## src/hw/rtl/ucbef_pkg.sv

```systemverilog
// Shared types and constants for the bulk endpoint finder.
// Descriptor type codes, field masks and the result record.
// No dependencies.
`default_nettype none

package ucbef_pkg;

  // Descriptor type codes
  localparam logic [7:0] TYPE_CONFIG    = 8'h02;
  localparam logic [7:0] TYPE_INTERFACE = 8'h04;
  localparam logic [7:0] TYPE_ENDPOINT  = 8'h05;

  // Endpoint fields
  localparam logic [7:0] DIR_IN_BIT     = 8'h80;
  localparam logic [1:0] XFER_BULK      = 2'h2;
  localparam logic [15:0] DEFAULT_SIZE  = 16'd64;

  // Length limits
  localparam logic [7:0] MIN_DESC_LEN   = 8'd2;
  localparam logic [7:0] MIN_CONFIG_LEN = 8'd9;
  localparam logic [7:0] MIN_EP_LEN     = 8'd7;
  localparam logic [7:0] DEFAULT_CONFIG = 8'd1;

  // Body bytes two to five of the current descriptor
  localparam int BODY_BYTES = 4;

  typedef struct packed {
    logic        found;
    logic [7:0]  in_endpoint;
    logic [15:0] in_packet_size;
    logic [7:0]  out_endpoint;
    logic [15:0] out_packet_size;
    logic [7:0]  config_value;
  } ucbef_result_t;

endpackage

`default_nettype wire

```

## src/hw/rtl/ucbef_parser.sv

```systemverilog
// Descriptor walker: holds the parse state and folds in one byte per step.
// Produces the result record for a final byte from the updated state.
// Depends on ucbef_pkg.
`default_nettype none

module ucbef_parser
  import ucbef_pkg::*;
(
  input  wire logic          clk,
  input  wire logic          rst,
  input  wire logic          step,
  input  wire logic [7:0]    data_byte,
  input  wire logic          is_last,
  output ucbef_result_t      result
);

  logic [7:0]  byte_position, byte_position_next;
  logic [7:0]  desc_length, desc_length_next;
  logic [7:0]  desc_type, desc_type_next;
  logic [7:0]  body [BODY_BYTES];
  logic [7:0]  body_next [BODY_BYTES];
  logic [7:0]  current_alt, current_alt_next;
  logic        stopped, stopped_next;
  logic [7:0]  best_in_addr, best_in_addr_next;
  logic [7:0]  best_out_addr, best_out_addr_next;
  logic [15:0] best_in_size, best_in_size_next;
  logic [15:0] best_out_size, best_out_size_next;
  logic [7:0]  chosen_config, chosen_config_next;
  logic [15:0] ep_size;
  logic [1:0]  body_idx;
  logic        commit;

  assign body_idx = 2'(byte_position[1:0] - 2'd2);

  // Fold the byte into the descriptor, then commit a completed one
  always_comb begin
    byte_position_next = byte_position;
    desc_length_next   = desc_length;
    desc_type_next     = desc_type;
    body_next          = body;
    current_alt_next   = current_alt;
    stopped_next       = stopped;
    best_in_addr_next  = best_in_addr;
    best_out_addr_next = best_out_addr;
    best_in_size_next  = best_in_size;
    best_out_size_next = best_out_size;
    chosen_config_next = chosen_config;
    commit             = 1'b0;

    if (!stopped) begin
      if (byte_position == 8'd0 && data_byte < MIN_DESC_LEN) begin
        // Short length ends parsing unless the stream ends here
        if (!is_last) begin
          stopped_next = 1'b1;
        end
      end else begin
        if (byte_position == 8'd0) begin
          desc_length_next = data_byte;
          for (int i = 0; i < BODY_BYTES; i++) begin
            body_next[i] = 8'd0;
          end
        end else if (byte_position == 8'd1) begin
          desc_type_next = data_byte;
        end else if (byte_position inside {[8'd2:8'd5]}) begin
          body_next[body_idx] = data_byte;
        end
        if (8'(byte_position + 8'd1) == desc_length_next) begin
          commit             = 1'b1;
          byte_position_next = 8'd0;
        end else begin
          byte_position_next = 8'(byte_position + 8'd1);
        end
      end
    end

    ep_size = {body_next[3], body_next[2]};
    if (ep_size == 16'd0) begin
      ep_size = DEFAULT_SIZE;
    end

    if (commit) begin
      if (desc_type_next == TYPE_CONFIG && desc_length_next >= MIN_CONFIG_LEN) begin
        chosen_config_next = (body_next[3] != 8'd0) ? body_next[3] : DEFAULT_CONFIG;
      end else if (desc_type_next == TYPE_INTERFACE &&
                   desc_length_next >= MIN_CONFIG_LEN) begin
        current_alt_next = body_next[1];
      end else if (desc_type_next == TYPE_ENDPOINT && desc_length_next >= MIN_EP_LEN &&
                   current_alt == 8'd0) begin
        if (body_next[1][1:0] == XFER_BULK) begin
          if ((body_next[0] & DIR_IN_BIT) != 8'd0) begin
            best_in_addr_next = body_next[0];
            best_in_size_next = ep_size;
          end else begin
            best_out_addr_next = body_next[0];
            best_out_size_next = ep_size;
          end
        end
      end
    end
  end

  // Build the record from the state this byte leaves
  always_comb begin
    result.found = (best_in_addr_next != 8'd0) && (best_out_addr_next != 8'd0);
    result.in_endpoint     = result.found ? best_in_addr_next  : 8'd0;
    result.in_packet_size  = result.found ? best_in_size_next  : 16'd0;
    result.out_endpoint    = result.found ? best_out_addr_next : 8'd0;
    result.out_packet_size = result.found ? best_out_size_next : 16'd0;
    result.config_value    = chosen_config_next;
  end

  // Advance the state; a final byte returns everything to reset
  always_ff @(posedge clk) begin
    if (rst || (step && is_last)) begin
      byte_position <= 8'd0;
      desc_length   <= 8'd0;
      desc_type     <= 8'd0;
      for (int i = 0; i < BODY_BYTES; i++) begin
        body[i] <= 8'd0;
      end
      current_alt   <= 8'd0;
      stopped       <= 1'b0;
      best_in_addr  <= 8'd0;
      best_out_addr <= 8'd0;
      best_in_size  <= 16'd0;
      best_out_size <= 16'd0;
      chosen_config <= DEFAULT_CONFIG;
    end else if (step) begin
      byte_position <= byte_position_next;
      desc_length   <= desc_length_next;
      desc_type     <= desc_type_next;
      body          <= body_next;
      current_alt   <= current_alt_next;
      stopped       <= stopped_next;
      best_in_addr  <= best_in_addr_next;
      best_out_addr <= best_out_addr_next;
      best_in_size  <= best_in_size_next;
      best_out_size <= best_out_size_next;
      chosen_config <= chosen_config_next;
    end
  end

endmodule

`default_nettype wire

```

## src/hw/rtl/usb_config_bulk_endpoint_finder_unit.sv

```systemverilog
// Bulk endpoint finder for a USB configuration descriptor stream.
// Item channel: item_valid/item_stall with data_byte and is_last, one byte
//   of the descriptor stream per transaction; is_last marks the final byte.
// Result channel: result_valid/result_stall with found, the bulk IN and OUT
//   endpoint addresses and packet sizes, and config_value. One result
//   transaction follows each final byte; other bytes produce none.
// Throughput: one byte per clock while item_stall is low. A byte accepted
//   sits in the input register, is parsed into the parse state, and for a
//   final byte the result is then captured in the result register.
//   The rate is set by the combinational descriptor update between the input
//   register and the parse state / result register.
// Stall: non-final bytes keep flowing while a result waits. A final byte
//   waits in the input register only while the result register is full and
//   stalled; item_stall is raised for exactly that case.
// Reset (rst, synchronous): empties both registers and returns the parse
//   state to its start, configuration value 1. After each final byte the
//   parse state returns to the same start for the next stream.
// Depends on ucbef_pkg and ucbef_parser.
`default_nettype none

module usb_config_bulk_endpoint_finder_unit
  import ucbef_pkg::*;
(
  input  wire logic        clk,
  input  wire logic        rst,
  input  wire logic        item_valid,
  output logic             item_stall,
  input  wire logic [7:0]  data_byte,
  input  wire logic        is_last,
  output logic             result_valid,
  input  wire logic        result_stall,
  output logic             found,
  output logic [7:0]       in_endpoint,
  output logic [15:0]      in_packet_size,
  output logic [7:0]       out_endpoint,
  output logic [15:0]      out_packet_size,
  output logic [7:0]       config_value
);

  logic          s1_valid;
  logic [7:0]    s1_byte;
  logic          s1_last;
  logic          out_free;
  logic          s1_take;
  logic          item_accept;
  ucbef_result_t step_result;
  ucbef_result_t result;

  assign out_free    = !result_valid || !result_stall;
  assign s1_take     = s1_valid && (!s1_last || out_free);
  assign item_stall  = s1_valid && !s1_take;
  assign item_accept = item_valid && !item_stall;

  // Input register: load a new transaction or drain the parsed one
  always_ff @(posedge clk) begin
    if (rst) begin
      s1_valid <= 1'b0;
    end else if (item_accept) begin
      s1_valid <= 1'b1;
    end else if (s1_take) begin
      s1_valid <= 1'b0;
    end
  end

  always_ff @(posedge clk) begin
    if (item_accept) begin
      s1_byte <= data_byte;
      s1_last <= is_last;
    end
  end

  ucbef_parser u_parser (
    .clk       (clk),
    .rst       (rst),
    .step      (s1_take),
    .data_byte (s1_byte),
    .is_last   (s1_last),
    .result    (step_result)
  );

  // Result register: capture at a final byte, hold while stalled
  always_ff @(posedge clk) begin
    if (rst) begin
      result_valid <= 1'b0;
    end else if (s1_take && s1_last) begin
      result_valid <= 1'b1;
    end else if (!result_stall) begin
      result_valid <= 1'b0;
    end
  end

  always_ff @(posedge clk) begin
    if (s1_take && s1_last) begin
      result <= step_result;
    end
  end

  assign found           = result.found;
  assign in_endpoint     = result.in_endpoint;
  assign in_packet_size  = result.in_packet_size;
  assign out_endpoint    = result.out_endpoint;
  assign out_packet_size = result.out_packet_size;
  assign config_value    = result.config_value;

`ifndef SYNTHESIS
  // Only a final byte facing a blocked result register holds the input
  a_stall_cause: assert property (@(posedge clk) disable iff (rst)
    item_stall |-> s1_valid && s1_last && result_valid && result_stall)
    else $error("item_stall raised without a blocked final byte");

  // A miss reports empty endpoint fields
  a_miss_zero: assert property (@(posedge clk) disable iff (rst)
    result_valid && !found |-> in_endpoint == 8'd0 && out_endpoint == 8'd0 &&
      in_packet_size == 16'd0 && out_packet_size == 16'd0)
    else $error("endpoint fields set on a miss");

  // A hit has an IN address, an OUT address and nonzero sizes
  a_hit_shape: assert property (@(posedge clk) disable iff (rst)
    result_valid && found |-> in_endpoint[7] && !out_endpoint[7] &&
      out_endpoint != 8'd0 && in_packet_size != 16'd0 && out_packet_size != 16'd0)
    else $error("malformed endpoint pair");

  // Configuration value is never zero
  a_config_nonzero: assert property (@(posedge clk) disable iff (rst)
    result_valid |-> config_value != 8'd0)
    else $error("configuration value of zero");

  // A parsed final byte always produces a result
  a_last_emits: assert property (@(posedge clk) disable iff (rst)
    s1_take && s1_last |=> result_valid)
    else $error("final byte without a result");
`endif

endmodule

`default_nettype wire
```

## config.mk

```make
export PLATFORM = sky130hd
export DESIGN_NAME = usb_config_bulk_endpoint_finder_unit
export DESIGN_NICKNAME = d
export VERILOG_FILES = /design/src/hw/rtl/ucbef_pkg.sv /design/src/hw/rtl/ucbef_parser.sv /design/src/hw/rtl/usb_config_bulk_endpoint_finder_unit.sv
export SDC_FILE = /design/constraint.sdc
export NUM_CORES = 1
export LEC_CHECK = 0
export ABC_AREA = 1
export BUFFER_PORTS_ARGS = -buffer_cell sky130_fd_sc_hd__buf_2
export CORE_UTILIZATION = 55
export DETAILED_ROUTE_END_ITERATION = 10
export MAX_ROUTING_LAYER = met4
export PLACE_DENSITY_LB_ADDON = 0.15
export SYNTH_ARGS = -nofsm -noshare
export SYNTH_HDL_FRONTEND = slang
export SYNTH_HIERARCHICAL = 1
export SYNTH_SLANG_ARGS = --single-unit
```

## constraint.sdc

```tcl
create_clock -name clk -period 3.14 [get_ports clk]
set_input_delay 0.628 -clock clk [delete_from_list [all_inputs] [get_ports clk]]
set_output_delay 0.628 -clock clk [all_outputs]
set_load 0.01 [all_outputs]
```

# --- Yosys cells after proc, flatten, opt, wreduce, memory -nomap -nowiden ---
# Index checks and enable logic that the tools add are counted.
op_classes:
  n_addsub: 2
  order_cmp: 7
  n_eq_ne: 7
  muxes: 56
  bitwise: 4
  n_reduce_logical: 29
ops:
  columns: ["operator", "count"]
  rows:
  - ["two-way mux 16 bit", 13]
  - ["two-way mux 8 bit", 26]
  - ["two-way mux 32 bit", 5]
  - ["bitwise mux 32 bit", 1]
  - ["nonzero test 8 bit", 3]
  - ["demux 8 bit (select 2 bit)", 1]
  - ["== test 8 x 3 -> 1 bit (second input constant)", 2]
  - ["logical NOT 16 bit", 1]
  - ["logical NOT 8 bit", 2]
  - ["logical AND 1 bit", 12]
  - ["two-way mux 1 bit", 10]
  - ["adder 8 x 1 -> 8 bit (second input constant)", 1]
  - ["== test 8 x 1 -> 1 bit (second input constant)", 1]
  - ["== test 8 x 2 -> 1 bit (second input constant)", 1]
  - ["== test 8 bit", 1]
  - ["greater-or-equal comparator 8 x 2 -> 1 bit (second input constant)", 1]
  - ["greater-or-equal comparator 8 x 3 -> 1 bit (second input constant)", 1]
  - ["greater-or-equal comparator 8 x 4 -> 1 bit (second input constant)", 1]
  - ["<= comparator 8 x 3 -> 1 bit (second input constant)", 1]
  - ["less-than comparator 8 x 2 -> 1 bit (second input constant)", 1]
  - ["logical NOT 1 bit", 5]
  - ["AND reduction 4 bit", 1]
  - ["greater-or-equal comparator 3 bit (second input constant)", 1]
  - ["logical OR 1 bit", 3]
  - ["other kinds (8)", 10]
totals:
  reg_bits: 189
  output_inout_bits: 59

# --- Depth between registers and ports, before layout ---
# Gate-level depths: netlist of the first run.
depth:
  word_depth: 20
  ltp_mapped: 24
  depth_no_buf: 23

# --- Modules after synthesis ---
# Netlist of the first run, hierarchy kept.
modules_own_cells:
  columns: ["module", "n_inst", "cells_each", "area_each_um2", "seq_area_each_um2"]
  rows:
  - ["ucbef_parser", 1, 1173, 7379.6, 2422.3]
  - ["usb_config_bulk_endpoint_finder_unit", 1, 85, 2092.0, 2021.9]

# --- Worst setup path before layout of the first run ---
# Ideal clock, no wire load.
synth_timing:
  kind: "register -> register"
  startpoint: "register u_parser.byte_position[0]"
  endpoint: "register result, in the netlist out_packet_size[6] (data pin)"
  arrival_ns: 2.848
  required_time_ns: 2.879
  slack_ns: 0.031
  stages_incl_launch_ff: 23
  period_less_slack_ns: 3.109
  cell_sequence: "dfxtp_1 -> inv_1 -> ha_1 -> nand2_4 -> nor2_8 -> buf_6 -> nand2_1 -> o21ai_1 -> inv_1 -> nand2_1 -> nand3_1 -> nor2_1 -> nand3_1 -> nor2_4 -> nand2_2 -> buf_6 -> nand2_1 -> nand2_1 -> nor2_1 -> nand3_2 -> nand2_4 -> buf_6 -> nor2_2"
synth_via:
  elab_chain_len: 20
synth_rtl:
  columns: ["item", "line", "source"]
  rows:
  - ["start, declared", "ucbef_parser.sv:17", "logic [7:0] byte_position, byte_position_next;"]
  - ["start signal, assigned", "ucbef_parser.sv:129", "byte_position <= byte_position_next;"]
  - ["subtractor 2 bit", "ucbef_parser.sv:33", "assign body_idx = 2'(byte_position[1:0] - 2'd2);"]
  - ["NOT 2 -> 3 bit (not written as such)", "ucbef_parser.sv:65", "body_next[body_idx] = data_byte;"]
  - ["greater-or-equal comparator 3 bit (not written as such) / less-than comparator 3 x 1 -> 1 bit (equally long branches)", "ucbef_parser.sv:65", null]
  - ["logical AND 1 bit (not written as such)", "ucbef_parser.sv:65", null]
  - ["two-way mux 8 bit (not written as such)", "ucbef_parser.sv:65", null]
  - ["demux 8 bit (select 2 bit)", "ucbef_parser.sv:65", null]
  - ["bitwise mux 32 bit", "ucbef_parser.sv:65", null]
  - ["two-way mux 32 bit", "ucbef_parser.sv:64", "end else if (byte_position inside {[8'd2:8'd5]}) begin"]
  - ["[4 not listed]", null, null]
  - ["logical NOT 16 bit (tied with other cells)", "ucbef_parser.sv:77", "if (ep_size == 16'd0) begin"]
  - ["two-way mux 16 bit / two-way mux 8 bit (equally long branches)", "ucbef_parser.sv:77, ucbef_parser.sv:89", null]
  - ["two-way mux 16 bit / two-way mux 8 bit (equally long branches)", "ucbef_parser.sv:90, ucbef_parser.sv:87", null]
  - ["two-way mux 16 bit / two-way mux 8 bit (equally long branches)", "ucbef_parser.sv:89, ucbef_parser.sv:84", null]
  - ["two-way mux 16 bit / two-way mux 8 bit (equally long branches)", "ucbef_parser.sv:87, ucbef_parser.sv:82", null]
  - ["two-way mux 16 bit / two-way mux 8 bit (equally long branches)", "ucbef_parser.sv:84, ucbef_parser.sv:81", null]
  - ["two-way mux 16 bit / nonzero test 8 bit (equally long branches)", "ucbef_parser.sv:82, ucbef_parser.sv:104", null]
  - ["two-way mux 16 bit / logical AND 1 bit (equally long branches)", "ucbef_parser.sv:81, ucbef_parser.sv:104", null]
  - ["end signal, assigned", "usb_config_bulk_endpoint_finder_unit.sv:94", "result <= step_result;"]
  - ["end, declared", "usb_config_bulk_endpoint_finder_unit.sv:47", "ucbef_result_t result;"]
# Parallel ways exist; a longest one is shown, timed or not. The select of a mux whose other input is x is not followed.
# A chain may end at the register's enable or synchronous reset.

# --- Final worst setup path of the first run ---
layout_timing:
  startpoint: "register u_parser.byte_position[1]"
  endpoint: "register result, in the netlist out_packet_size[13] (data pin)"
# Same word-level chain as after synthesis.

==> flow_summary.yaml, run 1 <==
yosys:
  synth_area_mm2: 0.00947
  ys_seq_elements: 189
  synth_edf_count: 66
  synthesis.nets: 1276
  ys_async_sr_fraction: 0
  syn_inst: 1258
  synth_warnings: 6
  ys_types: 40
  ys.flop_type: "dfxtp_1"
  ys_seq_area_frac: 0.469
  syn_area_per_cell_um2: 7.53
  yosys.area.top_type_share: 0.260
  yosys.area.top_type: "dfxtp_1"
  ys_top_cells_by_area: "dfxtp_1 26%, edfxtp_1 21%, nand2_1 13%"
outcome:
  violations: "negative setup slack"
  status: "complete, but fails checks"
pwr:
  p_leak_nw: 5.19
  power.total_mw: 5.55
  peakVddDrop_mv: 0.404
  p_per_area_mw_per_mm2: 464
detailed_routing:
  vias: 8598
  wl_per_cell_um: 14.1
  final_antenna_net_count: 0
  drc_errors: 0
  drt_iter0_markers: 648
  vias_per_cell: 5.22
  first_pass_iters: 6
  drt-total-wl_mm: 23.2
min_path:
  worstHoldPathCells: 1
  hp-class: "primary input to register"
  holdCritStartpoint: "is_last"
  min_to: "s1_last"
floorplanning:
  rows: 47
  coreArea_mm2: 0.0167
  die_area_mm2: 0.0178
  die_w_um: 133
  start_util: 0.567
  pin_count: 72
  die_h_um: 133
sta:
  worstMarginPinSlew_ps: 879
  tns_ps: -3490
  hold_viol: 0
  rsz0062_at_grt: "yes"
  finalSetupViolCount: 49
  fin_skew_ps: 9.22
  fmax_mhz: 309
  fin_crit_sh: 1.03
  timing.hold.ws_ps: 362
  slew_viol_final: 0
  fin_crit_ps: 3240
  worst_slack_ps: -100
  maxSlewHeadroom: 0.414
setup_path:
  cp.arrival_ps: 3440
  path_cells: "inv_2 -> buf_6 -> ha_4 -> nand2_4 -> nor3_4 -> buf_12 -> nand3_4 -> nand2_4 -> nand3_2 -> nor2_2 -> nand2_2 -> nor2_4 -> nor2_4 -> buf_6 -> clkbuf_16 -> nand3_1 -> nand2_1 -> nor2_2 -> nand3_4 -> nand2_8 -> clkbuf_16 -> nor2_2"
  rrSetupSlack_ps: -100
  r2r_cells: 22
  crit_top_cell: "nor2_2"
  cp_slowest_cell: "dfxtp_2"
  critPathMaxStageDelay_ps: 330
  path_class: "register to register"
  cp-start-kind: "register"
  timing.rr.start: "u_parser/byte_position[1]"
  path_max_fanout: 6
  endpoint_kind: "register"
  critPathRequiredTime_ps: 3340
  r2r-end: "out_packet_size[13]"
final_layout:
  multiInputGateArea_mm2: 0.00443
  fin_util: 0.717
  area.growth.synth_to_final_pct: 26.4
  n_fill_cell: 1303
  regArea_mm2: 0.00445
  diodes: 0
  layout-drive-gt1-share: 0.270
  nets: 1433
global_route:
  grt_pass1_wl_mm: 36.9
  grt_pass1_vias: 7709
  grt_max_degree: 84
  grt_usage: 0.268
  overflow: 0
  antenna_found_initial: 0
place:
  routabilityCongestion: 0.911
  portBuffers: 71
  hpwl_mm: 15.0
clock_tree:
  path_clk_slew_ps: 70
  h-tree-depth: 4
  clk_latency_ps: 440
  cts-root-buf: "clkbuf_16"
  hold_buffers: 0
  cts_tree: "yes"
  clk_path_buf_depth: 2
  clock-sinks: 189
  cts-buffers-inserted: 17
job:
  max_cap_violations: 0
worst max-delay path by stage:
stage	start	endpoint	slack, ps	depth (start not counted)
floorplan	u_parser/byte_position[0]	out_packet_size[6]	30	22
global placement	u_parser/byte_position[1]	out_packet_size[6]	-60	22
detailed placement	u_parser/byte_position[1]	out_packet_size[8]	-100	20
CTS	u_parser/byte_position[1]	out_packet_size[8]	-40	24
global route	u_parser/byte_position[1]	out_packet_size[13]	-240	22
finish	u_parser/byte_position[1]	out_packet_size[13]	-100	22
layout make-up:
class	count	area share
clock buffer	17	0.0355
multi-input combinational	814	0.370
tap	220	0.0230
timing repair buffer	193	0.123
clock inverter	15	0.0129
inverter	200	0.0632
sequential	189	0.372
registers in the layout, summed over array words and instances, names as in the netlist, 16 cells and up:
register	cells
u_parser/body	32
in_packet_size	16
out_packet_size	16
u_parser/best_out_size	16
u_parser/best_in_size	16
timing repair:
item | 4_1_cts | 5_1_grt
setup buffers | 5 | 18
gates resized for setup | 17 | 128
pin swaps | 8 | 59
setup endpoints to repair | 48 | 69
cloned | 3 | 5
layout by cell type (no fill, tap or decap), drive strengths merged, types with 5 or more instances in the layout:
cell type    n
nor3        15
o21ai      111
nand4       10
ha           5
edfxtp      66
a21oi       93
nand2      344
nor2       114
o211ai      40
nand3       43
inv        207
dfxtp      123
o21a         7
nand3b       6
clkbuf      21
xor2         9
buf        189
Yosys cell counts (2+ instances only):
library cell	number
nor3_4	2
buf_1	3
o21a_1	7
buf_2	5
dfxtp_1	123
o211ai_1	40
and2_1	2
mux2i_1	3
nand2_1	334
nand4_1	10
nor3_1	13
a21oi_1	93
buf_6	7
nand3b_1	6
nor4_1	3
nand2_4	5
xor2_1	9
inv_2	7
o21ai_0	107
nand2_2	4
nor2_2	44
nor2_1	65
clkbuf_1	42
a211oi_1	4
ha_1	5
nand3_1	39
nor2_4	3
edfxtp_1	66
nand3_2	2
inv_1	193
o21ai_2	2
o21ai_1	2
critical path: cells and delay by family (launching register included):
family                     cells  cell delay [ps]
DFF                            1              330
and+or+nand+nor               15             1740
adders and majority gates      1              140
buffers and inverters          6              770
power breakdown:
part | switching (mW) | internal, mW | leakage (nW)
logic | 0.478 | 0.316 | 3.28
registers | 0.0291 | 2.60 | 1.63
clock network | 1.00 | 1.12 | 0.278
routing by layer:
layer / share of wire / global-route usage / routed length, µm / up-vias
met3: 0.047 / 0.0403 / 1090 / 45
met5: 0 / - / 0 / -
met1: 0.45 / 0.357 / 10400 / 3935
li1: - / - / - / 4363
met4: 0.021 / 0.0972 / 490 / 0
met2: 0.48 / 0.416 / 11200 / 255
cells by family (layout without fill, tap and decap cells):
kind of cell | after synthesis | after routing | share of synthesized area
flops | 189 | 189 | 0.469
xor+xnor | 9 | 9 | 0.00832
buf+inv | 258 | 425 | 0.109
compound gates | 259 | 259 | 0.152
fa+ha+maj | 5 | 5 | 0.00661
mux | 3 | 3 | 0.00317
simple gates | 535 | 538 | 0.252
per-stage QoR:
step	cells	cell area (µm²)	setup WS, ps
final	1648	12000	-100
after global routing	1648	12000	-235
after CTS	1629	11400	-37.3
after detailed placement	1589	10600	-96.6
after global placement	1589	10600	-61.8
after floorplan	1258	9470	30.9
No activity file was read; power rests on OpenSTA's default activity.
==> run 2, diff against run 1 <==
- ABC_AREA: 1 -> not set
- CORE_UTILIZATION: 55 -> 54
==> flow_summary.yaml, run 2 <==
pwr:
  pwr-share-comb: 0.067
  p_leak_nw: 4.69
  p_sw_mw: 1.22
  p_seq_frac: 0.497
  peakVddDrop_mv: 0.374
  internal_power_mw: 3.95
  switching_share: 0.235
  power.share.clock: 0.436
  p_per_area_mw_per_mm2: 457
sta:
  finalSetupViolCount: 74
  worstMarginPinSlew_ps: 967
  rsz0062_at_grt: "yes"
  maxSlewHeadroom: 0.354
  timing.hold.ws_ps: 361
  fin_crit_sh: 1.03
  fin_skew_ps: 12.9
  worst_slack_ps: -103
  hold_viol: 0
  fmax_mhz: 308
  fin_crit_ps: 3240
  slew_viol_final: 0
floorplanning:
  coreArea_mm2: 0.0159
  start_util: 0.552
  rows: 46
  pin_count: 72
  die_h_um: 129
  die_area_mm2: 0.0168
  die_w_um: 129
setup_path:
  cp.arrival_ps: 3420
  cp_slowest_cell: "or4_4"
  critPathRequiredTime_ps: 3320
  path_cells: "or4_4 -> or4_4 -> or4b_4 -> a221oi_2 -> a211o_2 -> o2111a_1 -> a211o_4 -> buf_12 -> a21oi_1"
  cp-start-kind: "register"
  path_max_fanout: 9
  rrSetupSlack_ps: -100
  crit_top_cell: "or4_4"
  critPathMaxStageDelay_ps: 550
  path_class: "register to register"
  endpoint_kind: "register"
yosys:
  synth_most_common_cell: "dfxtp_1"
  synth_xor_area_frac: 0.00499
  yosys.area.top_type: "dfxtp_1"
  ys_async_sr_fraction: 0
  yosys.area_share.adder: 0.00713
  ys_top_cells_by_area: "dfxtp_1 28%, edfxtp_1 23%, mux2i_1 9.4%"
  synth_commonest_cells: "123 x dfxtp_1, 96 x nand2_1, 82 x mux2i_1, 73 x nor2_1, 69 x a21oi_1"
  syn_area_per_cell_um2: 9.64
  synth-compound-area-share: 0.166
  ys_types: 57
  synth_area_mm2: 0.00878
  ys.flop_type: "dfxtp_1"
  synth_warnings: 6
  synth_top_family_by_area: "simple AND/OR/NAND/NOR gates"
  synth_mux_area_frac: 0.104
  synthesis.nets: 928
  yosys.area.top_type_share: 0.281
  ys_seq_area_frac: 0.506
  ys_seq_elements: 189
  synth-simple-area-share: 0.172
  synth_edf_count: 66
  syn_inst: 910
job:
  max_cap_violations: 0
final_layout:
  layout-drive-gt1-share: 0.298
  mostFrequentLayoutCell: "dfxtp_1"
  area.growth.synth_to_final_pct: 28.7
  fin_util: 0.711
  regMostFlops: "u_parser/body"
  layout_common_cells: "120 x dfxtp_1, 97 x buf_4, 94 x nand2_1"
  nets: 1067
  fin_area_mm2: 0.0113
  largest_reg_flops: 32
  diodes: 0
detailed_routing:
  drt-total-wl_mm: 23.7
  drc_errors: 1
  first_pass_iters: 8
  vias_per_cell: 5.97
  final_antenna_net_count: 0
  vias: 7627
  wl_per_cell_um: 18.6
  drt_iter0_markers: 758
clock_tree:
  hold_buffers: 0
  cts_tree: "yes"
  clk_path_buf_depth: 2
  path_clk_slew_ps: 70
  clk_latency_ps: 440
  cts-buffers-inserted: 17
  clock-sinks: 189
  cts-root-buf: "clkbuf_16"
  h-tree-depth: 4
outcome:
  status: "complete, but fails checks"
  violations: "design-rule violations, negative setup slack"
global_route:
  antenna_found_initial: 0
  overflow: 0
  grt_usage: 0.293
  grt_max_degree: 58
  grt_pass1_vias: 7076
  grt_pass1_wl_mm: 36.5
place:
  portBuffers: 71
  placed_cell_area_mm2: 0.0102
  hpwl_mm: 15.3
  routabilityCongestion: 0.924
min_path:
  hp-class: "primary input to register"
-- run 2: cell types whose count changed after synthesis, moves of 24 or more --
cell      before  now
a21oi_1       93   69
a22o_1         0   24
a22oi_1        0   36
inv_1        193   17
mux2i_1        3   82
nand2_1      334   96
nand3_1       39   64
nor2_2        44    0
o211ai_1      40    8
o21ai_0      107   40
-- run 2: repair_timing --
item / CTS / global route
gates cloned: 3 / 2
setup buffers: 10 / 3
resized for setup: 31 / 49
pin swaps: 8 / 8
endpoints found under the setup margin: 132 / 136
-- run 2: cell type report --
class | instances | area [µm²]
inverter | 17 | 63.8
tap | 216 | 270
timing repair buffer | 187 | 1450
clock inverter | 13 | 179
sequential | 189 | 4450
multi-input combinational | 637 | 4450
fill | 1201 | 4590
clock buffer | 19 | 433
-- run 2: worst max-delay path, delay by kind of cell, from the launching register on --
| family | cells | cell delay [ps] |
|---|---|---|
| DFF | 1 | 320 |
| AOI/OAI and AO/OA | 5 | 990 |
| buffers and inverters | 1 | 180 |
| and+or+nand+nor | 3 | 1480 |
-- run 2: routing by layer --
metal  global-route usage  share of wire
met1                0.366           0.44
met3               0.0491          0.055
met5                    -              0
met4                0.106          0.026
met2                0.478           0.48
-- run 2: power groups by stage --
stage | combinational [mW] | sequential, mW | clock [mW]
final | 0.347 | 2.56 | 2.25
after global placement | 0.316 | 2.62 | 0
after CTS | 0.330 | 2.56 | 2.28
after detailed placement | 0.316 | 2.62 | 0
after global routing | 0.372 | 2.57 | 2.37
after floorplan | 0.181 | 2.62 | 0
-- run 2: cell families after synthesis --
| group | Yosys count |
|---|---|
| DFF | 189 |
| and+or+nand+nor | 315 |
| adders and majority gates | 5 |
| muxes | 90 |
| xor gates and xnor gates | 5 |
| buffers and inverters | 84 |
| AOI/OAI and AO/OA | 222 |
-- run 2: stage by stage --
step / worst slack, ps / total power [mW] / instances / setup TNS, ps
after global placement: -220 / 2.93 / 1228 / -13810
after CTS: -59.7 / 5.17 / 1273 / -2160
final: -103 / 5.17 / 1278 / -3640
after global routing: -187 / 5.31 / 1278 / -11290
after detailed placement: -242 / 2.94 / 1228 / -17850
after floorplan: -251 / 2.80 / 910 / -13010
-- run 2: final timing paths --
kind,from,endpoint,cells after the start
setup / recovery,u_parser/byte_position[7],out_packet_size[13],9
hold / removal,data_byte[4],s1_byte[4],1
setup reg to reg,u_parser/byte_position[7],out_packet_size[13],9
hold reg to reg,u_parser/desc_type[4],u_parser/desc_type[4],2
